## src/uhg_pkg.sv

```systemverilog
// Package for the IPv4/UDP header generator: payload types, header constants
// and word index codes. No dependencies.
`default_nettype none
package uhg_pkg;

   localparam logic [15:0] VER_IHL_TOS   = 16'h4500;
   localparam logic [15:0] FLAGS_DF      = 16'h4000;
   localparam logic [7:0]  TTL_VALUE     = 8'd64;
   localparam logic [7:0]  PROTO_UDP     = 8'd17;
   localparam logic [15:0] TTL_PROTO     = {TTL_VALUE, PROTO_UDP};
   localparam logic [15:0] IP_HDR_BYTES  = 16'd20;
   localparam logic [15:0] UDP_HDR_BYTES = 16'd8;
   localparam logic [15:0] WORD_MASK     = 16'hFFFF;

   // seven 16-bit terms go into the raw checksum sum (the two constant
   // words pre-added as one)
   localparam int SUM_W = 19;

   localparam int QUEUE_DEPTH = 2;

   // header word positions, transmission order
   localparam logic [3:0] WORD_VER_TOS   = 4'd0;
   localparam logic [3:0] WORD_TOT_LEN   = 4'd1;
   localparam logic [3:0] WORD_IDENT     = 4'd2;
   localparam logic [3:0] WORD_FLAGS     = 4'd3;
   localparam logic [3:0] WORD_TTL_PROTO = 4'd4;
   localparam logic [3:0] WORD_IP_CSUM   = 4'd5;
   localparam logic [3:0] WORD_SRC_HI    = 4'd6;
   localparam logic [3:0] WORD_SRC_LO    = 4'd7;
   localparam logic [3:0] WORD_DST_HI    = 4'd8;
   localparam logic [3:0] WORD_DST_LO    = 4'd9;
   localparam logic [3:0] WORD_SRC_PORT  = 4'd10;
   localparam logic [3:0] WORD_DST_PORT  = 4'd11;
   localparam logic [3:0] WORD_UDP_LEN   = 4'd12;
   localparam logic [3:0] WORD_UDP_CSUM  = 4'd13;

   typedef struct packed {
      logic [31:0] src_addr;
      logic [31:0] dst_addr;
      logic [15:0] src_port;
      logic [15:0] dst_port;
      logic [15:0] payload_len;
   } req_type;

   typedef struct packed {
      logic [15:0] header_word;
      logic        last;
   } rsp_type;

   // one header, fully classified, as it waits in the queue
   typedef struct packed {
      logic [31:0] src_addr;
      logic [31:0] dst_addr;
      logic [15:0] src_port;
      logic [15:0] dst_port;
      logic [15:0] total_len;
      logic [15:0] udp_len;
      logic [15:0] checksum;
   } hdr_type;

   typedef struct packed {
      logic full;
      logic empty;
   } q_status_type;

endpackage
`default_nettype wire

```

## src/uhg_front.sv

```systemverilog
// Front stage: accepts requests, derives lengths and the IPv4 header checksum.
// Depends on uhg_pkg.
`default_nettype none
module uhg_front (
   input  wire logic                  clock,
   input  wire logic                  reset,
   input  wire logic                  req_valid,
   output logic                       req_stall,
   input  wire uhg_pkg::req_type      req_data,
   input  wire uhg_pkg::q_status_type q_status,
   output logic                       push,
   output uhg_pkg::hdr_type           push_data
);

   logic                        valid_ff, valid_in;
   uhg_pkg::req_type            item_ff;
   logic [15:0]                 tot_len_ff, tot_len_in;
   logic [uhg_pkg::SUM_W-1:0]   sum_ff, sum_in;
   logic [16:0]                 fold1;
   logic [15:0]                 fold2;
   logic                        accept;

   assign req_stall = valid_ff & q_status.full;
   assign accept    = req_valid & ~req_stall;
   assign push      = valid_ff & ~q_status.full;

   always_comb begin
      tot_len_in = req_data.payload_len + uhg_pkg::IP_HDR_BYTES + uhg_pkg::UDP_HDR_BYTES;
      sum_in = uhg_pkg::SUM_W'(uhg_pkg::VER_IHL_TOS + uhg_pkg::FLAGS_DF)
             + uhg_pkg::SUM_W'(uhg_pkg::TTL_PROTO)
             + uhg_pkg::SUM_W'(tot_len_in)
             + uhg_pkg::SUM_W'(req_data.src_addr[31:16])
             + uhg_pkg::SUM_W'(req_data.src_addr[15:0])
             + uhg_pkg::SUM_W'(req_data.dst_addr[31:16])
             + uhg_pkg::SUM_W'(req_data.dst_addr[15:0]);
   end

   always_comb begin
      if (accept) begin
         valid_in = 1'b1;
      end else if (push) begin
         valid_in = 1'b0;
      end else begin
         valid_in = valid_ff;
      end
   end

   always_ff @(posedge clock) begin
      if (reset) begin
         valid_ff <= 1'b0;
      end else begin
         valid_ff <= valid_in;
      end
   end

   always_ff @(posedge clock) begin
      if (accept) begin
         item_ff    <= req_data;
         tot_len_ff <= tot_len_in;
         sum_ff     <= sum_in;
      end
   end

   // two end-around folds settle a 19-bit sum
   always_comb begin
      fold1 = 17'(sum_ff[15:0]) + 17'(sum_ff[uhg_pkg::SUM_W-1:16]);
      fold2 = fold1[15:0] + 16'(fold1[16]);
   end

   always_comb begin
      push_data.src_addr  = item_ff.src_addr;
      push_data.dst_addr  = item_ff.dst_addr;
      push_data.src_port  = item_ff.src_port;
      push_data.dst_port  = item_ff.dst_port;
      push_data.total_len = tot_len_ff;
      push_data.udp_len   = item_ff.payload_len + uhg_pkg::UDP_HDR_BYTES;
      push_data.checksum  = fold2 ^ uhg_pkg::WORD_MASK;
   end

endmodule
`default_nettype wire

```

## src/uhg_queue.sv

```systemverilog
// Short FIFO of classified headers between the front and back stages.
// Depends on uhg_pkg.
`default_nettype none
module uhg_queue #(
   parameter int DEPTH = uhg_pkg::QUEUE_DEPTH
) (
   input  wire logic                  clock,
   input  wire logic                  reset,
   input  wire logic                  push,
   input  wire uhg_pkg::hdr_type      push_data,
   input  wire logic                  pop,
   output uhg_pkg::hdr_type           head_data,
   output uhg_pkg::q_status_type      q_status
);

   localparam int PTR_W = (DEPTH > 1) ? $clog2(DEPTH) : 1;
   localparam int CNT_W = $clog2(DEPTH + 1);
   localparam logic [PTR_W-1:0] LAST_PTR = PTR_W'(DEPTH - 1);
   localparam logic [CNT_W-1:0] FULL_CNT = CNT_W'(DEPTH);

   uhg_pkg::hdr_type  entries_ff [DEPTH];
   logic [PTR_W-1:0]  wr_ptr_ff, wr_ptr_in;
   logic [PTR_W-1:0]  rd_ptr_ff, rd_ptr_in;
   logic [CNT_W-1:0]  count_ff, count_in;
   logic              do_push, do_pop;

   assign q_status.full  = (count_ff == FULL_CNT);
   assign q_status.empty = (count_ff == '0);
   assign do_push   = push & ~q_status.full;
   assign do_pop    = pop & ~q_status.empty;
   assign head_data = entries_ff[rd_ptr_ff];

   always_comb begin
      wr_ptr_in = wr_ptr_ff;
      rd_ptr_in = rd_ptr_ff;
      count_in  = count_ff;
      if (do_push) begin
         wr_ptr_in = (wr_ptr_ff == LAST_PTR) ? '0 : wr_ptr_ff + PTR_W'(1);
      end
      if (do_pop) begin
         rd_ptr_in = (rd_ptr_ff == LAST_PTR) ? '0 : rd_ptr_ff + PTR_W'(1);
      end
      if (do_push & ~do_pop) begin
         count_in = count_ff + CNT_W'(1);
      end else if (do_pop & ~do_push) begin
         count_in = count_ff - CNT_W'(1);
      end
   end

   always_ff @(posedge clock) begin
      if (reset) begin
         wr_ptr_ff <= '0;
         rd_ptr_ff <= '0;
         count_ff  <= '0;
      end else begin
         wr_ptr_ff <= wr_ptr_in;
         rd_ptr_ff <= rd_ptr_in;
         count_ff  <= count_in;
      end
   end

   always_ff @(posedge clock) begin
      if (do_push) begin
         entries_ff[wr_ptr_ff] <= push_data;
      end
   end

endmodule
`default_nettype wire

```

## src/uhg_back.sv

```systemverilog
// Back stage: serializes one queued header into fourteen words on the result
// channel through an output register. Depends on uhg_pkg.
`default_nettype none
module uhg_back (
   input  wire logic                  clock,
   input  wire logic                  reset,
   input  wire uhg_pkg::q_status_type q_status,
   input  wire uhg_pkg::hdr_type      head_data,
   output logic                       pop,
   output logic                       rsp_valid,
   input  wire logic                  rsp_stall,
   output uhg_pkg::rsp_type           rsp_data
);

   logic              busy_ff, busy_in;
   logic [3:0]        idx_ff, idx_in;
   uhg_pkg::hdr_type  cur_ff;
   logic              rsp_valid_ff, rsp_valid_in;
   uhg_pkg::rsp_type  rsp_ff, rsp_in;
   logic              advance, finish;

   assign advance = busy_ff & (~rsp_valid_ff | ~rsp_stall);
   assign finish  = advance & (idx_ff == uhg_pkg::WORD_UDP_CSUM);
   assign pop     = ~q_status.empty & (~busy_ff | finish);

   always_comb begin
      unique case (idx_ff)
         uhg_pkg::WORD_VER_TOS:   rsp_in.header_word = uhg_pkg::VER_IHL_TOS;
         uhg_pkg::WORD_TOT_LEN:   rsp_in.header_word = cur_ff.total_len;
         uhg_pkg::WORD_IDENT:     rsp_in.header_word = 16'h0000;
         uhg_pkg::WORD_FLAGS:     rsp_in.header_word = uhg_pkg::FLAGS_DF;
         uhg_pkg::WORD_TTL_PROTO: rsp_in.header_word = uhg_pkg::TTL_PROTO;
         uhg_pkg::WORD_IP_CSUM:   rsp_in.header_word = cur_ff.checksum;
         uhg_pkg::WORD_SRC_HI:    rsp_in.header_word = cur_ff.src_addr[31:16];
         uhg_pkg::WORD_SRC_LO:    rsp_in.header_word = cur_ff.src_addr[15:0];
         uhg_pkg::WORD_DST_HI:    rsp_in.header_word = cur_ff.dst_addr[31:16];
         uhg_pkg::WORD_DST_LO:    rsp_in.header_word = cur_ff.dst_addr[15:0];
         uhg_pkg::WORD_SRC_PORT:  rsp_in.header_word = cur_ff.src_port;
         uhg_pkg::WORD_DST_PORT:  rsp_in.header_word = cur_ff.dst_port;
         uhg_pkg::WORD_UDP_LEN:   rsp_in.header_word = cur_ff.udp_len;
         uhg_pkg::WORD_UDP_CSUM:  rsp_in.header_word = 16'h0000;
         default:                 rsp_in.header_word = 16'h0000;
      endcase
      rsp_in.last = (idx_ff == uhg_pkg::WORD_UDP_CSUM);
   end

   always_comb begin
      if (pop) begin
         busy_in = 1'b1;
         idx_in  = uhg_pkg::WORD_VER_TOS;
      end else if (finish) begin
         busy_in = 1'b0;
         idx_in  = uhg_pkg::WORD_VER_TOS;
      end else if (advance) begin
         busy_in = 1'b1;
         idx_in  = idx_ff + 4'd1;
      end else begin
         busy_in = busy_ff;
         idx_in  = idx_ff;
      end
      if (advance) begin
         rsp_valid_in = 1'b1;
      end else if (rsp_stall) begin
         rsp_valid_in = rsp_valid_ff;
      end else begin
         rsp_valid_in = 1'b0;
      end
   end

   always_ff @(posedge clock) begin
      if (reset) begin
         busy_ff      <= 1'b0;
         idx_ff       <= uhg_pkg::WORD_VER_TOS;
         rsp_valid_ff <= 1'b0;
      end else begin
         busy_ff      <= busy_in;
         idx_ff       <= idx_in;
         rsp_valid_ff <= rsp_valid_in;
      end
   end

   always_ff @(posedge clock) begin
      if (pop) begin
         cur_ff <= head_data;
      end
      if (advance) begin
         rsp_ff <= rsp_in;
      end
   end

   assign rsp_valid = rsp_valid_ff;
   assign rsp_data  = rsp_ff;

endmodule
`default_nettype wire

```

## src/ipv4_udp_header_generator.sv

```systemverilog
// Top level of the IPv4/UDP header generator: front stage, header queue and
// back stage. Depends on uhg_pkg, uhg_front, uhg_queue and uhg_back.
//
// Each request item (addresses, ports, payload length) yields fourteen
// big-endian 16-bit result items: the 20-byte IPv4 header (version 4, IHL 5,
// DF set, TTL 64, protocol UDP, RFC 1071 header checksum) followed by the
// 8-byte UDP header with a zero checksum; last marks the fourteenth word.
// Sustained rate is set by the one-word result channel that the back stage's
// word counter drives. A request's first word passes through the front
// register, the queue, the back stage's header register and the output
// register on its way to the result port. Up to QUEUE_DEPTH classified
// headers, plus one in the front register, are buffered, so new requests are
// taken while earlier headers are still being sent. Total and UDP lengths wrap
// modulo 65536 for oversized payloads; a folded sum of all ones gives 0x0000.
`default_nettype none
module ipv4_udp_header_generator #(
   parameter int QUEUE_DEPTH = uhg_pkg::QUEUE_DEPTH
) (
   input  wire logic             clock,
   input  wire logic             reset,
   input  wire logic             req_valid,
   output logic                  req_stall,
   input  wire uhg_pkg::req_type req_data,
   output logic                  rsp_valid,
   input  wire logic             rsp_stall,
   output uhg_pkg::rsp_type      rsp_data
);

   uhg_pkg::q_status_type q_status;
   logic                  push, pop;
   uhg_pkg::hdr_type      push_data, head_data;

   // front: accept, lengths, checksum
   uhg_front u_front (
      .clock     (clock),
      .reset     (reset),
      .req_valid (req_valid),
      .req_stall (req_stall),
      .req_data  (req_data),
      .q_status  (q_status),
      .push      (push),
      .push_data (push_data)
   );

   // decouples acceptance from serialization
   uhg_queue #(
      .DEPTH (QUEUE_DEPTH)
   ) u_queue (
      .clock     (clock),
      .reset     (reset),
      .push      (push),
      .push_data (push_data),
      .pop       (pop),
      .head_data (head_data),
      .q_status  (q_status)
   );

   // back: one header word per cycle into the output register, unless the result channel stalls
   uhg_back u_back (
      .clock     (clock),
      .reset     (reset),
      .q_status  (q_status),
      .head_data (head_data),
      .pop       (pop),
      .rsp_valid (rsp_valid),
      .rsp_stall (rsp_stall),
      .rsp_data  (rsp_data)
   );

endmodule
`default_nettype wire

```

## config.mk

```make
export PLATFORM = sky130hd
export DESIGN_NAME = ipv4_udp_header_generator
export DESIGN_NICKNAME = d
export VERILOG_FILES = /design/src/uhg_pkg.sv /design/src/uhg_front.sv /design/src/uhg_queue.sv /design/src/uhg_back.sv /design/src/ipv4_udp_header_generator.sv
export SDC_FILE = /design/constraint.sdc
export NUM_CORES = 1
export LEC_CHECK = 0
export BUFFER_PORTS_ARGS = -buffer_cell sky130_fd_sc_hd__buf_2
export CORE_MARGIN = 1
export CORE_UTILIZATION = 33
export CTS_BUF_LIST = sky130_fd_sc_hd__clkbuf_4 sky130_fd_sc_hd__clkbuf_8 sky130_fd_sc_hd__clkbuf_16
export DETAILED_ROUTE_END_ITERATION = 7
export GPL_ROUTABILITY_DRIVEN = 0
export SLEW_MARGIN = 20
export SYNTH_ARGS = -nofsm -noshare
export SYNTH_HDL_FRONTEND = slang
export SYNTH_SLANG_ARGS = --single-unit
```

## constraint.sdc

```tcl
create_clock -name clock -period 11.7 [get_ports clock]
set_input_delay 2.34 -clock clock [delete_from_list [all_inputs] [get_ports clock]]
set_output_delay 2.34 -clock clock [all_outputs]
set_load 0.01 [all_outputs]
```

==> results of run 1 <==
-- cell usage in the layout (no fill, tap or decap), types with 35 or more instances in the layout --
cell type / netlist / routed
fa_1: 49 / 49
nand2_1: 37 / 37
xnor2_1: 46 / 46
nor2_1: 43 / 42
edfxtp_1: 588 / 588
inv_1: 99 / 98
clkbuf_16: 0 / 60
ha_1: 35 / 35
mux2_2: 143 / 143
buf_2: 0 / 134
-- where the power goes --
part	leakage (uW)	switching [uW]	internal (uW)	total (uW)
registers	0.00560	188	2970	3160
clock network	0.000948	802	1100	1910
logic	0.00328	861	543	1400
total	0.00982	1850	4620	6470
-- worst register-to-register path, cell delays in order (launching register included) --
cell and delay (ns):
dfxtp_1 0.34, inv_1 0.11, ha_1 0.36, and3_1 0.30, nand2_1 0.07, nand2_1 0.09, o21ai_0 0.29, inv_4 0.89
buf_4 0.86
-- layout make-up --
cell class                 instances  area, um2
sequential                       599      17900
clock inverter                    41        409
tap                              959       1200
timing repair buffer             149        808
fill                            6562      44800
inverter                          99        374
multi-input combinational        637       5910
antenna                            1       2.50
clock buffer                      66       1550
-- through the flow --
stage	hold slack, ns	total power (uW)	instances	instance area, um2	utilization (%)
CTS	0.434	6540	2550	28100	38.6
detailed placement	0.430	4610	2443	26200	35.9
finish	0.443	6470	2551	28100	38.6
global route	0.447	6780	2550	28100	38.6
floorplan	0.421	4180	1376	24300	-
global placement	0.422	4570	2443	26200	35.9
-- sequential cells by signal (all words and copies together) (netlist names), 2 cells and up --
| register | count |
|---|---|
| u_back.cur_ff | 142 |
| u_back.idx_ff | 4 |
| u_back.rsp_data | 17 |
| u_front.item_ff | 14 |
| u_front.push_data | 96 |
| u_front.sum_ff | 19 |
| u_front.tot_len_ff | 16 |
| u_queue.count_ff | 2 |
| u_queue.entries_ff | 284 |
-- path summary, 6_finish.rpt --
| kind | from | endpoint | slack (ns) | cells after the start |
|---|---|---|---|---|
| worst max-delay path | req_data[2] | u_front.sum_ff[17] | 4.64 | 23 |
| worst min-delay path | u_front.push_data[68] | u_queue.entries_ff[1][68] | 0.44 | 0 |
| worst max register to register | u_back.idx_ff[1] | u_back.cur_ff[38] | 7.94 | 8 |
| worst min register to register | u_front.push_data[68] | u_queue.entries_ff[1][68] | 0.44 | 0 |
-- logic make-up (layout without fill, tap and decap cells) --
family / after synthesis / in the layout / share of synthesized area, %
DFF: 599 / 599 / 73.6
and+or+nand+nor: 187 / 187 / 4.00
AOI/OAI and AO/OA: 144 / 144 / 4.55
muxes: 144 / 144 / 6.67
buffers and inverters: 140 / 355 / 2.19
adders and majority gates: 84 / 84 / 5.84
xor gates and xnor gates: 78 / 78 / 3.18
other: 0 / 1 / 0
-- metal layers --
metal  vias up  part of all wire, %  global-route usage, %
li1       5566                    -                      -
met1      6148                   43                   19.0
met2       295                   49                   24.1
met3        96                  5.5                   3.14
met4        20                  2.2                   4.16
met5         -                 0.23                      0
==> flow_summary.ini, run 1 <==
[sta]
slew_headroom_pct = 21.2
post-route-period-util_pct = 60.4
finClkSkew_ns = 0.0181
slew_viol_final = 0
fin_tns_setup_ns = 0
clock.fmax_mhz = 142
worst_slew_pin_slew_ns = 1.18
hold_viol_final = 0
min_period_ns = 7.06
final-setup-viol-count = 0
rsz0062_at_grt = no
worst_slack_ns = 4.64

[synth]
ys.flop_type = edfxtp_1
syn-num-nets = 1576
synth_top_area_cell = edfxtp_1
yosysMostFrequentCell = edfxtp_1
synth-edff-count = 588
ys_seq_area_share_pct = 73.6
synth.top_cells.by_count = 588 x edfxtp_1, 143 x mux2_2, 99 x inv_1, 49 x fa_1, 46 x xnor2_1
syn_area_um2 = 24300
ys_types = 69
synth_top_cell_area_share_pct = 72.7
yosys_register_bits = 599
syn_inst = 1376
async_reset_ff_share_pct = 0
netlist_top_cells_area = edfxtp_1 73%, mux2_2 6.6%, fa_1 4.0%
syn_avg_cell_area_um2 = 17.7
yosys_warnings = 0

[power_and_ir_drop]
ir_worst_vdd_mv = 0.127
power.density_nw_per_um2 = 230
leakagePower_uw = 0.00982

[worst_setup_path]
path_class = primary input to register
slowest_stage = fa_1
required_ns = 12.06
worst_setup_path_start_kind = primary input
cp.arrival_ns = 7.42
worst-path-buf-inv = 4
crit_family = adder cells
crit_path_end_kind = register
cpPeakStageDelay_ns = 0.53
crit_fanout = 7
crit_chain = buf_2 > inv_1 > ha_1 > nand2b_1 > nand2b_1 > xnor2_4 > o21bai_2 > a21oi_2 > nor3_2 > xnor2_1 > fa_1 > fa_1 > inv_1 > fa_1 > inv_1 > ha_1 > a21oi_1 > nor2b_1 > o21ai_0 > nand2b_1 > a41o_1 > o31a_1 > xor2_1

[global_route]
grt_max_degree = 146
grt_use_total_pct = 14.5
grt_pass1_vias = 12543
grt_pass1_wl_um = 80300
antenna_found_initial = 15
overflow = 0

[placed_design]
hpwlAfterDp_um = 35400
pre_cts_ws_ns = 4.02
io_buffers = 134

[floorplanning]
rows = 99
die_w_um = 273
core-area_um2 = 73000
die_h_um = 273
dieArea_um2 = 74700
start_util_pct = 33.3
io_pins = 135

[detailed_routing]
final_antenna_net_count = 0
post_drt_via_cell_ratio = 4.75
route.detailed.drc = 0
wl_per_cell_um = 21.1
vias = 12125
routed_wl_um = 53800
drtPass1Iterations = 5
drtIter0Drc = 905

[clock_network]
numCtsBuffers = 59
ctsHoldBuffers = 0
cts_max_path_buffers = 3
numClockSinks = 599
cts_root_buf = clkbuf_16
cts_tree = yes
cts-resized-gates = 0
clk-insertion-delay-late_ns = 0.61
clkSlewWorstSetupHoldPaths_ns = 0.06
postCtsSetupRepairBufs = 0
htreeDepth = 2

[run]
drv_cap = 0

[layout]
nets = 1745
drive_above_1_share_pct = 25.6
syn2layout_area_growth_pct = 15.8

[worst_hold_path]
hold_path_class = register to register

[run_status]
status = completed
No activity file was read; power rests on OpenSTA's default activity.
==> inputs of run 2 (changes only) <==
- clock period: 11.7 -> 7 ns (I/O delays scaled with it)
==> run 2 against run 1 <==
Net effect: setup slack lost 3.6 ns; cell area down 0.18%; sequential cell count unchanged; clock skew down 0.0033 ns; sequential power grew 68%; clock power rose by 62%; global-route usage increased by 0.081 points; via count is 0.68% higher.
==> flow_summary.ini, run 2 (synthesis results as in run 1) <==
[run_status]
status = completed

[clock_network]
numCtsBuffers = 58
numClockSinks = 599
clk-insertion-delay-late_ns = 0.60
cts_tree = yes
clkSlewWorstSetupHoldPaths_ns = 0.07
cts-resized-gates = 0
ctsHoldBuffers = 0
htreeDepth = 2
cts_max_path_buffers = 3
cts_root_buf = clkbuf_16
postCtsSetupRepairBufs = 0

[sta]
min_period_ns = 5.92
hold_slack_ns = 0.443
slew_headroom_pct = 25.2
rsz0062_at_grt = no
finClkSkew_ns = 0.0149
post-route-period-util_pct = 84.6
slew_viol_final = 0
clock.fmax_mhz = 169
fin_tns_setup_ns = 0
worst_slew_pin_slew_ns = 1.12
hold_viol_final = 0
final-setup-viol-count = 0

[layout]
nets = 1746
top_register = u_queue.entries_ff
final_cell_mix = 588 x edfxtp_1, 143 x mux2_2, 134 x buf_2
drive_above_1_share_pct = 26.0
largest_reg_flops = 284
final_common_cell = edfxtp_1
syn2layout_area_growth_pct = 15.6
utilization_pct = 38.5

[worst_setup_path]
crit_fanout = 7
crit_path_end_kind = register
worst_setup_path_start_kind = primary input
cp.arrival_ns = 6.28
required_ns = 7.36
path_class = primary input to register
r2r_cells = 7

[detailed_routing]
drtPass1Iterations = 5
drtIter0Drc = 810
final_antenna_net_count = 0
post_drt_via_cell_ratio = 4.77
wl_per_cell_um = 21.3
vias = 12208
route.detailed.drc = 0
routed_wl_um = 54400

[global_route]
antenna_found_initial = 14
grt_max_degree = 146
grt_use_total_pct = 14.6
grt_pass1_wl_um = 80400
grt_pass1_vias = 12550
overflow = 0

[floorplanning]
io_pins = 135
die_h_um = 273
start_util_pct = 33.3
die_w_um = 273
dieArea_um2 = 74700
core-area_um2 = 73000
rows = 99

[power_and_ir_drop]
leakagePower_uw = 0.00981
power.density_nw_per_um2 = 381
ir_worst_vdd_mv = 0.198

[worst_hold_path]
hold_path_class = register to register
hold_depth = 0

[run]
drv_cap = 0

[placed_design]
io_buffers = 134
hpwlAfterDp_um = 35800
-- run 2: cell count changes in the layout (fill, tap and decap cells not counted), moves of 2 or more --
cell / change
bufinv_16: -2
clkinv_1: -2
clkinv_2: +6
clkinv_4: -2
inv_6: +4
diode_2: +4
buf_4: +3
-- run 2: area by class of cell --
class                           count  area [um2]
Antenna cell                        5        12.5
Clock buffer                       66        1530
Clock inverter                     43         360
Fill cell                        6546       44900
Inverter                           99         377
Multi-Input combinational cell    637        5910
Sequential cell                   599       17900
Tap cell                          959        1200
Timing Repair Buffer              151         811
-- run 2: through the flow --
stage / total power (uW) / setup WS, ns / instance area [um2] / cells
after CTS: 10800 / 1.12 / 28100 / 2554
after global routing: 11200 / 0.719 / 28100 / 2557
after detailed placement: 7710 / 0.473 / 26200 / 2445
after global placement: 7650 / 0.519 / 26200 / 2445
final: 10700 / 1.08 / 28100 / 2559
after floorplan: 6960 / 1.24 / 24300 / 1376
-- run 2: power breakdown --
part           switching, uW  leakage, uW  internal, uW
combinational           1400      0.00328           906
clock                   1330     0.000924          1760
sequential               343      0.00560          4970
-- run 2: worst max-delay path, stage by stage --
cell and delay, ns:
buf_2 0.15, inv_1 0.08, ha_1 0.24, nand2b_1 0.12, nand2b_1 0.32, xnor2_4 0.25, o21bai_1 0.23, a21o_1 0.25
a31oi_1 0.21, xnor2_1 0.20, fa_1 0.49, fa_1 0.51, inv_1 0.05, fa_1 0.49, inv_1 0.04, ha_1 0.37
nor2b_1 0.16, o21ai_0 0.14, nand2b_1 0.09, a41o_1 0.20, o31a_1 0.11, xor2_1 0.15
-- run 2: path summary, 6_finish.rpt --
path | start | to | slack (ns)
max | req_data[3] | u_front.sum_ff[17] | 1.08
min reg2reg | u_front.push_data[81] | u_queue.entries_ff[0][81] | 0.44
max reg2reg | u_back.idx_ff[0] | u_back.cur_ff[15] | 3.45
min | u_front.push_data[81] | u_queue.entries_ff[0][81] | 0.44
-- run 2: layer usage --
layer  vias to the layer above  global-route usage [%]  part of all wire, %
met1                      6190                    19.2                   43
met4                        10                    4.37                  2.3
met5                         -                       0                 0.12
met3                        85                    2.96                  5.8
li1                       5576                       -                    -
met2                       347                    24.2                   49
==> inputs of run 3 (changes only) <==
- ABC_AREA: not set -> 1
- clock period: 7 -> 6 ns (I/O delays scaled with it)
==> run 3 against run 2 <==
Net effect: sequential share of layout area down 1.4 points; clock power increased by 20%; critical path type unchanged; largest cell class unchanged; cell count increased by 22%; register-to-register slack got worse by 0.65 ns; combinational power increased by 35%; sequential cell count unchanged; sequential power grew 19%; setup slack got worse by 0.49 ns.
==> flow_summary.ini, run 3 <==
[worst_setup_path]
cp_common_cell = nand2_1
worst-path-buf-inv = 5
cpPeakStageDelay_ns = 0.52
crit_path_end_kind = register
crit_chain = buf_2 > inv_1 > ha_1 > nand2_2 > nand2_1 > inv_1 > nand2_1 > nand2_1 > nor2_1 > nand2_1 > a21oi_1 > xor2_1 > fa_1 > fa_1 > inv_1 > fa_1 > inv_1 > ha_1 > a21oi_1 > o21ai_0 > a221oi_1 > nand2_1 > nand2_1 > nand2_1
required_ns = 6.39
reg2reg_to = u_queue.entries_ff[0][12]
cp.arrival_ns = 5.80
crit_family = adder cells
worst_setup_path_start_kind = primary input
r2r_cells = 14
path_class = primary input to register
r2r-start = u_front.sum_ff[18]
slowest_stage = fa_1
reg2reg_setup_slack_ns = 2.80
crit_fanout = 5

[power_and_ir_drop]
leakagePower_uw = 0.0114
pwr-share-comb_pct = 23.7
sw_frac_of_total_pct = 32.3
finalPower_uw = 13100
netSwitchingPower_uw = 4240
seqPwrFrac_pct = 48.2
ir_worst_vdd_mv = 0.419
intPower_uw = 8880
clkPwrFrac_pct = 28.2
power.density_nw_per_um2 = 457

[clock_network]
clkSlewWorstSetupHoldPaths_ns = 0.06
ctsHoldBuffers = 0
cts_max_path_buffers = 3
cts-resized-gates = 0
numClockSinks = 599
numCtsBuffers = 59
cts_root_buf = clkbuf_16
cts_tree = yes
postCtsSetupRepairBufs = 0
clk-insertion-delay-late_ns = 0.64
htreeDepth = 2

[synth]
ys_types = 41
synth_top_area_cell = edfxtp_1
synth_compound_area_share_pct = 3.18
yosys.area_share.simple_pct = 13.5
ys.flop_type = edfxtp_1
synth.top_cells.by_count = 634 x nand2_1, 588 x edfxtp_1, 219 x inv_1, 72 x nor2_1, 56 x nand3_1
synth_top_cell_area_share_pct = 71.1
syn_area_um2 = 24800
syn-num-nets = 2140
synth_top_family_by_area = simple AND/OR/NAND/NOR gates
synth-edff-count = 588
syn_inst = 1940
async_reset_ff_share_pct = 0
syn_avg_cell_area_um2 = 12.8
yosysMostFrequentCell = nand2_1
ys_seq_area_share_pct = 72.0
synthMuxAreaShare_pct = 0
yosys_warnings = 0
synth_xor_area_share_pct = 1.59
yosys_register_bits = 599
synth_fa_ha_area_share_pct = 5.71
netlist_top_cells_area = edfxtp_1 71%, nand2_1 9.6%, fa_1 3.9%

[worst_hold_path]
min_to = u_queue.entries_ff[1][85]
hold_path_class = register to register
hold_start = u_front.push_data[85]
hold_depth = 0

[placed_design]
pre_cts_ws_ns = -0.0230
hpwlAfterDp_um = 42300
io_buffers = 134

[floorplanning]
dieArea_um2 = 76400
die_w_um = 276
die_h_um = 276
core-area_um2 = 74400
rows = 100
start_util_pct = 33.4
io_pins = 135

[global_route]
grt_pass1_wl_um = 92200
grt_use_total_pct = 16.1
overflow = 0
antenna_found_initial = 3
grt_pass1_vias = 14914
grt_max_degree = 145

[sta]
worst_slew_pin_slew_ns = 1.03
rsz0062_at_grt = no
post-route-period-util_pct = 90.2
hold_slack_ns = 0.425
worst_slack_ns = 0.587
min_period_ns = 5.41
hold_viol_final = 0
finClkSkew_ns = 0.0223
slew_headroom_pct = 31.4
final-setup-viol-count = 0
clock.fmax_mhz = 185
slew_viol_final = 0

[layout]
final_common_cell = nand2_1
nets = 2308
drive_above_1_share_pct = 13.2
utilization_pct = 38.6
n_fill_cell = 6931
diodes = 0
syn2layout_area_growth_pct = 15.6
multi_input_area_um2 = 5990
largest_reg_flops = 284
top_register = u_queue.entries_ff
final_cell_mix = 634 x nand2_1, 588 x edfxtp_1, 218 x inv_1
seqCellArea_um2 = 17900

[detailed_routing]
vias = 14839
routed_wl_um = 61700
drtIter0Drc = 1459
wl_per_cell_um = 19.7
route.detailed.drc = 0
post_drt_via_cell_ratio = 4.75
final_antenna_net_count = 0
drtPass1Iterations = 5

[run_status]
status = completed

[run]
drv_cap = 0
-- run 3: changes by cell type after synthesis, moves of 29 or more --
cell	before	now
mux2_2	143	0
nand2_1	37	634
nand3_1	24	56
xnor2_1	46	11
inv_1	99	219
nor2_1	43	72
-- run 3: how the worst max path moves through the flow --
| stage | start | end | cells after the start |
|---|---|---|---|
| finish | req_data[2] | u_front.sum_ff[15] | 24 |
| global route | req_data[2] | u_front.sum_ff[15] | 24 |
| CTS | req_data[2] | u_front.sum_ff[15] | 24 |
| detailed placement | req_data[2] | u_front.sum_ff[15] | 24 |
| global placement | req_data[2] | u_front.sum_ff[15] | 24 |
| floorplan | rsp_stall | u_queue.count_ff[1] | 11 |
-- run 3: layer usage --
layer	up-vias	part of all wire, %	global-route usage [%]
met2	549	45	25.2
met3	115	7.0	3.05
met5	-	0.036	0
met4	4	3.4	5.96
met1	7257	44	22.3
li1	6914	-	-
-- run 3: metrics by stage --
| stage | TNS (ns) | instances | cell area, um2 |
|---|---|---|---|
| 3_5_place_dp | -0.0230 | 3016 | 26800 |
| 4_1_cts | 0 | 3127 | 28700 |
| 3_3_place_gp | 0 | 3016 | 26800 |
| 6_report | 0 | 3127 | 28700 |
| 5_1_grt | 0 | 3127 | 28700 |
| 2_1_floorplan | 0 | 1940 | 24900 |
-- run 3: kinds of logic (layout without fill, tap and decap cells) --
logic type	count (synthesis)	in the layout
AND/OR/NAND/NOR	825	825
flip-flops	599	599
buffers and inverters	265	483
AO/OA/AOI/OAI	122	122
adder cells (fa/ha/maj)	84	84
XOR/XNOR	45	45
-- run 3: final cells by class --
class                      instances  share of cell area, %
clock buffer                      81                   5.76
timing repair buffer             150                   2.89
tap                              969                   4.22
clock inverter                    30                   1.04
multi-input combinational       1076                   20.9
sequential                       599                   62.3
inverter                         222                   2.94
-- run 3: power groups by stage --
| stage | Sequential (uW) | Clock (uW) | Combinational [uW] |
|---|---|---|---|
| after floorplan | 6190 | 0 | 2130 |
| after global placement | 6370 | 0 | 3070 |
| after detailed placement | 6390 | 0 | 3120 |
| after CTS | 6320 | 3760 | 3140 |
| after global routing | 6390 | 3920 | 3500 |
| final | 6320 | 3700 | 3110 |
